--- config.mk ---
export PLATFORM = sky130hd
export DESIGN_NAME = kline_frame_receiver
export DESIGN_NICKNAME = d
export VERILOG_FILES = /design/src/hw/rtl/kfr_pkg.sv /design/src/hw/rtl/kline_frame_receiver.sv
export SDC_FILE = /design/constraint.sdc
export NUM_CORES = 1
export LEC_CHECK = 0
export ABC_AREA = 1
export BUFFER_PORTS_ARGS = -buffer_cell sky130_fd_sc_hd__buf_4
export CAP_MARGIN = 5
export CORE_MARGIN = 2
export CORE_UTILIZATION = 51
export DETAILED_ROUTE_END_ITERATION = 8
export PLACE_DENSITY = 0.78
export SETUP_SLACK_MARGIN = 0.5
export SYNTH_ARGS = -nofsm -noshare
export SYNTH_HDL_FRONTEND = slang
export SYNTH_SLANG_ARGS = --single-unit
--- constraint.sdc ---
create_clock -name clk_i -period 2.3 [get_ports clk_i]
set_input_delay 0.23 -clock clk_i [delete_from_list [all_inputs] [get_ports clk_i]]
set_output_delay 0.23 -clock clk_i [all_outputs]
set_load 0.005 [all_outputs]
--- src/hw/rtl/kfr_pkg.sv ---
// Package with the shared types and constants of the K-line frame receiver.
package kfr_pkg;

  localparam int unsigned AddrW = 4;
  localparam int unsigned DataW = 32;

  localparam logic [AddrW-1:0] AddrMinLength   = 4'h0;
  localparam logic [AddrW-1:0] AddrMaxLength   = 4'h4;
  localparam logic [AddrW-1:0] AddrByteTimeout = 4'h8;

  localparam logic [5:0]  MinLengthReset   = 6'd1;
  localparam logic [5:0]  MaxLengthReset   = 6'd63;
  localparam logic [15:0] ByteTimeoutReset = 16'd100;

  localparam logic [5:0] LenMask       = 6'b11_1111;
  localparam logic [6:0] FrameOverhead = 7'd4;
  localparam logic [6:0] MaxByteIndex  = 7'd66;

  typedef enum logic {
    REQ_BYTE = 1'b0,
    REQ_TICK = 1'b1
  } req_type_e;

  typedef enum logic [2:0] {
    ST_BUSY     = 3'd0,
    ST_OK       = 3'd1,
    ST_CSUM     = 3'd2,
    ST_BADLEN   = 3'd3,
    ST_OVERTIME = 3'd4
  } frame_status_e;

  typedef struct packed {
    logic [7:0]    data_byte;
    logic [6:0]    byte_index;
    frame_status_e frame_status;
  } result_t;

endpackage

--- src/hw/rtl/kline_frame_receiver.sv ---
// Top level of the K-line frame receiver: frame state, result register and register port.
// A result is registered and shown on the master side in the cycle after its acceptance.
// One byte or tick per cycle unless stalled; frame state is updated in the accept cycle.
// A tick that produces no result is consumed without touching the output register.
// The input is stalled only while a result waits in the output register and is not taken.
// Reset (rst_ni low, asynchronous) empties the output register, closes any open frame
// and restores min_length 1, max_length 63 and byte_timeout 100.
module kline_frame_receiver (
  input  logic                      clk_i,
  input  logic                      rst_ni,
  input  logic                      s_axis_tvalid,
  output logic                      s_axis_tready,
  input  logic [7:0]                s_axis_tdata,  // [7:0] rx_byte
  input  logic                      s_axis_tuser,  // [0] req_type
  output logic                      m_axis_tvalid,
  input  logic                      m_axis_tready,
  output logic [23:0]               m_axis_tdata,  // [7:0] data_byte, [14:8] byte_index,
                                                   // [17:15] frame_status, [23:18] zero
  output logic                      m_axis_tlast,  // frame_last
  input  logic                      psel,
  input  logic                      penable,
  input  logic                      pwrite,
  input  logic [kfr_pkg::AddrW-1:0] paddr,
  input  logic [kfr_pkg::DataW-1:0] pwdata,
  output logic [kfr_pkg::DataW-1:0] prdata,
  output logic                      pready
);
  import kfr_pkg::*;

  logic [5:0]  min_length_q;
  logic [5:0]  max_length_q;
  logic [15:0] byte_timeout_q;

  logic        in_frame_q, in_frame_d;
  logic [6:0]  frame_total_q, frame_total_d;
  logic [6:0]  next_index_q, next_index_d;
  logic [7:0]  running_sum_q, running_sum_d;
  logic [15:0] idle_ticks_q, idle_ticks_d;

  logic        out_valid_q;
  result_t     out_q, res_d;
  logic        out_last_q, last_d;
  logic        has_res;

  logic        accept;
  logic        cfg_write;
  logic [5:0]  len;
  logic        len_bad;

  assign pready    = 1'b1;
  assign cfg_write = psel & penable & pwrite & pready;

  always_ff @(posedge clk_i or negedge rst_ni) begin
    if (!rst_ni) begin
      min_length_q   <= MinLengthReset;
      max_length_q   <= MaxLengthReset;
      byte_timeout_q <= ByteTimeoutReset;
    end else if (cfg_write) begin
      case (paddr)
        AddrMinLength:   min_length_q   <= pwdata[5:0];
        AddrMaxLength:   max_length_q   <= pwdata[5:0];
        AddrByteTimeout: byte_timeout_q <= pwdata[15:0];
        default: ;
      endcase
    end
  end

  always_comb begin
    case (paddr)
      AddrMinLength:   prdata = {26'd0, min_length_q};
      AddrMaxLength:   prdata = {26'd0, max_length_q};
      AddrByteTimeout: prdata = {16'd0, byte_timeout_q};
      default:         prdata = '0;
    endcase
  end

  assign s_axis_tready = !out_valid_q || m_axis_tready;
  assign accept        = s_axis_tvalid && s_axis_tready;

  assign len     = s_axis_tdata[5:0] & LenMask;
  assign len_bad = (len < min_length_q) || (len > max_length_q);

  always_comb begin
    in_frame_d    = in_frame_q;
    frame_total_d = frame_total_q;
    next_index_d  = next_index_q;
    running_sum_d = running_sum_q;
    idle_ticks_d  = idle_ticks_q;
    has_res       = 1'b0;
    last_d        = 1'b0;
    res_d         = '{data_byte: s_axis_tdata, byte_index: 7'd0, frame_status: ST_BUSY};

    if (req_type_e'(s_axis_tuser) == REQ_TICK) begin
      if (in_frame_q) begin
        if (idle_ticks_q >= byte_timeout_q) begin
          has_res       = 1'b1;
          last_d        = 1'b1;
          res_d         = '{data_byte: 8'd0, byte_index: next_index_q,
                            frame_status: ST_OVERTIME};
          in_frame_d    = 1'b0;
          frame_total_d = '0;
          next_index_d  = '0;
          running_sum_d = '0;
          idle_ticks_d  = '0;
        end else begin
          idle_ticks_d = idle_ticks_q + 16'd1;
        end
      end
    end else if (!in_frame_q) begin
      has_res = 1'b1;
      if (len_bad) begin
        last_d             = 1'b1;
        res_d.frame_status = ST_BADLEN;
      end else begin
        in_frame_d    = 1'b1;
        frame_total_d = {1'b0, len} + FrameOverhead;
        next_index_d  = 7'd1;
        running_sum_d = s_axis_tdata;
        idle_ticks_d  = '0;
      end
    end else begin
      has_res          = 1'b1;
      idle_ticks_d     = '0;
      res_d.byte_index = next_index_q;
      if ({1'b0, next_index_q} + 8'd1 >= {1'b0, frame_total_q}) begin
        last_d             = 1'b1;
        res_d.frame_status = (s_axis_tdata == running_sum_q) ? ST_OK : ST_CSUM;
        in_frame_d         = 1'b0;
        frame_total_d      = '0;
        next_index_d       = '0;
        running_sum_d      = '0;
      end else begin
        running_sum_d = running_sum_q + s_axis_tdata;
        next_index_d  = next_index_q + 7'd1;
      end
    end
  end

  always_ff @(posedge clk_i or negedge rst_ni) begin
    if (!rst_ni) begin
      in_frame_q    <= 1'b0;
      frame_total_q <= '0;
      next_index_q  <= '0;
      running_sum_q <= '0;
      idle_ticks_q  <= '0;
      out_valid_q   <= 1'b0;
    end else begin
      if (accept) begin
        in_frame_q    <= in_frame_d;
        frame_total_q <= frame_total_d;
        next_index_q  <= next_index_d;
        running_sum_q <= running_sum_d;
        idle_ticks_q  <= idle_ticks_d;
      end
      if (accept && has_res) begin
        out_valid_q <= 1'b1;
      end else if (m_axis_tready) begin
        out_valid_q <= 1'b0;
      end
    end
  end

  always_ff @(posedge clk_i) begin
    if (accept && has_res) begin
      out_q      <= res_d;
      out_last_q <= last_d;
    end
  end

  assign m_axis_tvalid = out_valid_q;
  assign m_axis_tdata  = {6'd0, out_q.frame_status, out_q.byte_index, out_q.data_byte};
  assign m_axis_tlast  = out_last_q;

endmodule

==> impl_metrics.yaml <==
status:
  result_of_the_run: "finished, violations left"
  violations: "hold timing, setup timing"
critical_path:
  critPathLaunchType: "flop"
  critical_path.max_fanout: 4
  cp_cell_instances: "ha_2, nand2_2, nor2_2, inv_2, o21ai_2, o21ai_1, inv_1, ha_4, inv_2, nor2_2, nor2_1, nand2_1, inv_2, nand3_4, buf_4, o21ai_1, nand2_1, nand2_1"
  critPathKind: "reg -> reg"
  arrival_time_of_data_at_the_critical_path_endpoint_ns: 2.66
  worst_r2r_dst: "running_sum_q[7]$_DFFE_PN0P_"
  r2r_setup_slack_ns: -0.05
  cp.required_ns: 2.61
  worst_r2r_startpoint: "next_index_q[1]$_DFFE_PN0P_"
  cpPeakStageDelay_ns: 0.41
  reg2reg_depth: 18
  setup.worst_path.end_class: "flop"
  critPathSlowestCell: "sky130_fd_sc_hd__dfrtp_1"
synthesis:
  synth_top_area_share_pct: 25.56
  ys_warn_count: 0
  ys.flop_type: "sky130_fd_sc_hd__dfrtp_1"
  largest_family_of_logic_cells_by_synthesized_area: "simple AND/OR/NAND/NOR gates"
  synth-edff-count: 19
  netlist_top_cells_area: "sky130_fd_sc_hd__dfrtp_1 26%, sky130_fd_sc_hd__nand2_1 13%, sky130_fd_sc_hd__edfxtp_1 10%, sky130_fd_sc_hd__ha_1 9.7%, sky130_fd_sc_hd__inv_1 6.5%"
  yosysMostFrequentCell: "sky130_fd_sc_hd__nand2_1"
  synth_seq_area_share_pct: 40.24
  netlist-cell-type-count: 39
  synthesis.area_per_instance_um2: 7.704
  synth_mux_area_share_pct: 0
  synthCells: 737
  synth_area_leader: "sky130_fd_sc_hd__dfrtp_1"
  synthAdderAreaFrac_pct: 10.05
  synth_simple_gate_area_share_pct: 26.33
  yosys.area_share.xor_xnor_pct: 2.931
  postSynth.asyncResetShare_pct: 78.16
  post_synth_most_frequent_cells: "195 x sky130_fd_sc_hd__nand2_1, 98 x sky130_fd_sc_hd__inv_1, 79 x sky130_fd_sc_hd__nor2_1"
  synth_compound_gate_area_share_pct: 8.903
  yosys_reg_bits: 87
  netlist_area_um2: 5678
cells_and_area:
  final_core_utilization_pct: 69.86
  finalInstanceArea_um2: 7574
  final_net_count: 954
  area_growth_from_synthesis_to_final_layout_pct: 33.38
  antenna-diode-count: 0
  drive_above_1_share_pct: 31.55
  layout.filler_cells: 833
floorplanning:
  fp.dieH_um: 109.5
  initial_utilization_pct: 52.38
  core_um2: 10840
  dieArea_um2: 11990
  num_rows: 38
  dieWidth_um: 109.5
  io-pin-count: 112
route:
  drt_pass1_iterations: 5
  viasPerCell: 5.307
  detail-route-antenna-nets: 0
  wl_per_cell_um: 15.05
  drt_wl_total_um: 15080
  first_iter_violations: 336
  dr_total_vias: 5318
  drcViolationCount: 0
pwr:
  largest_voltage_drop_on_the_vdd_net_uv: 385.0
  p_switching_w: 0.002313
  power.density_cell_area_nw_per_um2: 754.1
  power.leakage_nw: 3.728
  clock_power_share_pct: 19.2
  sequentialPowerShare_pct: 36.0
  p_int_w: 0.003399
  portion_of_total_power_attributed_to_combinational_logic_pct: 44.8
  sw_frac_of_total_pct: 40.49
clock_network:
  clock_tree.buffer_depth: 2
  sinks_on_clock_net: 87
  cts.reportedPaths.clkPinSlew_ns: 0.10
  cts_root_buf: "sky130_fd_sc_hd__clkbuf_8"
  cts_tree: "yes"
  clk_latency_ns: 0.38
  cts_htree_levels: 3
  cts_made_buffers: 9
timing:
  setup_viol: 9
  skew_ns: 0.01662
  timing.final.crit_share_pct: 102.2
  timing_worst_slew_pin_value_ns: 0.8982
  grt_setup_unrepaired: "true"
  hold_slack_ns: -0.02165
  setup_slack_ns: -0.05149
  hold_violations: 29
  slew_headroom_pct: 40.12
  finalMaxSlewViolations: 0
  layout_min_cycle_time_ns: 2.351
  timing.fmax_ghz: 0.4253
global_routing:
  grt_pass1_vias: 5286
  globalRoute.totalOverflow: 0
  grt_pass1_wl_um: 24130
  grt_antenna_before_repair: 0
  grt_max_degree: 69
  global_route.usage.total_pct: 25.72
place:
  place_area_um2: 6427
  gp_congestion: 0.9408
  place_hpwl_um: 9713
  port_buffers: 72
hold_path:
  min-delay-path-class: "in -> async"
run:
  max_cap_violations: 0
-- placed cells by master, fill, tap and decap left out, types with 13 or more instances in the layout --
master                     synthesis  final
sky130_fd_sc_hd__nand2_1         195    179
sky130_fd_sc_hd__buf_4            26    107
sky130_fd_sc_hd__inv_1            98     83
sky130_fd_sc_hd__dfrtp_1          58     58
sky130_fd_sc_hd__nor2_1           79     55
sky130_fd_sc_hd__ha_1             44     34
sky130_fd_sc_hd__o21ai_0          39     25
sky130_fd_sc_hd__a21oi_1          27     25
sky130_fd_sc_hd__conb_1            2     23
sky130_fd_sc_hd__nand3_1          40     19
sky130_fd_sc_hd__nand3_2           2     19
sky130_fd_sc_hd__edfxtp_1         19     19
sky130_fd_sc_hd__nor2_4            0     18
sky130_fd_sc_hd__nand4_1          16     16
sky130_fd_sc_hd__inv_2             4     15
sky130_fd_sc_hd__xor2_1           15     14
sky130_fd_sc_hd__buf_6             0     14
sky130_fd_sc_hd__o21ai_1           8     13
-- registers in the layout (all words and copies together), names as in the netlist, 6 cells and up --
signal          cells
running_sum_q       8
idle_ticks_q       16
min_length_q        6
byte_timeout_q     16
m_axis_tdata       18
frame_total_q       7
max_length_q        6
next_index_q        7
-- critical path: cells and delay by family, from the launching register on --
kind / cells / cell delay (ns)
compound gates: 3 / 0.33
flops: 1 / 0.41
fa+ha+maj: 2 / 0.43
buf+inv: 5 / 0.51
simple gates: 8 / 0.62
-- layer usage --
layer  routed length (um)  vias to the layer above  global-route usage [%]  part of all wire (%)
met3                  859                       31                   5.157                   5.7
met5                    0                        -                       0                     0
met2                 7874                      213                   45.41                    52
met1                 6046                     2522                   31.22                    40
met4                  304                        0                   8.770                   2.0
li1                     -                     2552                       -                     -
-- stage by stage --
stage          TNS [ns]  power, W  instances  worst slack (ns)
6_report        -0.2569  0.005712       1002          -0.05149
5_1_grt          -3.460  0.006080       1002           -0.2080
4_1_cts               0  0.005475        987           0.05579
3_5_place_dp          0  0.004121        943          0.004779
3_3_place_gp          0  0.004006        943           0.07015
2_1_floorplan         0  0.003589        758            0.2580
-- final cells by class --
| cell class | count | area, um^2 | share of cell area (%) |
|---|---|---|---|
| multi-input cells | 527 | 3366 | 44.44 |
| flip-flops and latches | 87 | 2285 | 30.17 |
| repair buffers | 130 | 1166 | 15.40 |
| inverters | 102 | 394.1 | 5.204 |
| well taps | 140 | 175.2 | 2.313 |
| clock buffers | 10 | 127.6 | 1.685 |
| clock inverters | 6 | 60.06 | 0.7930 |
-- power by group through the flow --
stage               Clock, W  Sequential, W  Combinational [W]
floorplan                  0        0.00203            0.00156
global placement           0        0.00207            0.00194
detailed placement         0        0.00208            0.00204
CTS                  0.00109        0.00205            0.00234
global route         0.00117        0.00209            0.00282
finish               0.00110        0.00206            0.00256
-- worst max path at each step --
stage / from / to / slack (ns) / cells past startpoint
6_report: next_index_q[1]$_DFFE_PN0P_ / running_sum_q[7]$_DFFE_PN0P_ / -0.05 / 18
5_1_grt: next_index_q[1]$_DFFE_PN0P_ / running_sum_q[5]$_DFFE_PN0P_ / -0.21 / 18
4_1_cts: next_index_q[1]$_DFFE_PN0P_ / m_axis_tlast$_DFFE_PP_ / 0.06 / 16
3_5_place_dp: next_index_q[0]$_DFFE_PN0P_ / m_axis_tlast$_DFFE_PP_ / 0.005 / 16
3_3_place_gp: next_index_q[0]$_DFFE_PN0P_ / m_axis_tlast$_DFFE_PP_ / 0.07 / 16
2_1_floorplan: byte_timeout_q[6]$_DFFE_PN1P_ / m_axis_tdata[0]$_DFFE_PP_ / 0.26 / 13
-- cell families (layout without fill, tap and decap cells) --
logic type / Yosys count / in the layout
buffers and inverters: 144 / 248
AO/OA/AOI/OAI: 89 / 89
flip-flops: 87 / 87
adder cells (fa/ha/maj): 45 / 45
other: 2 / 23
XOR/XNOR: 19 / 19
AND/OR/NAND/NOR: 351 / 351
-- repair_timing --
item                                    CTS  global route
endpoints found under the setup margin   77            78
setup buffers                            25            13
gates resized for setup                  45            94
hold buffers                              0             0
pin swaps                                18            59
gates cloned                              3             2
No activity file was read; power rests on OpenSTA's default activity.
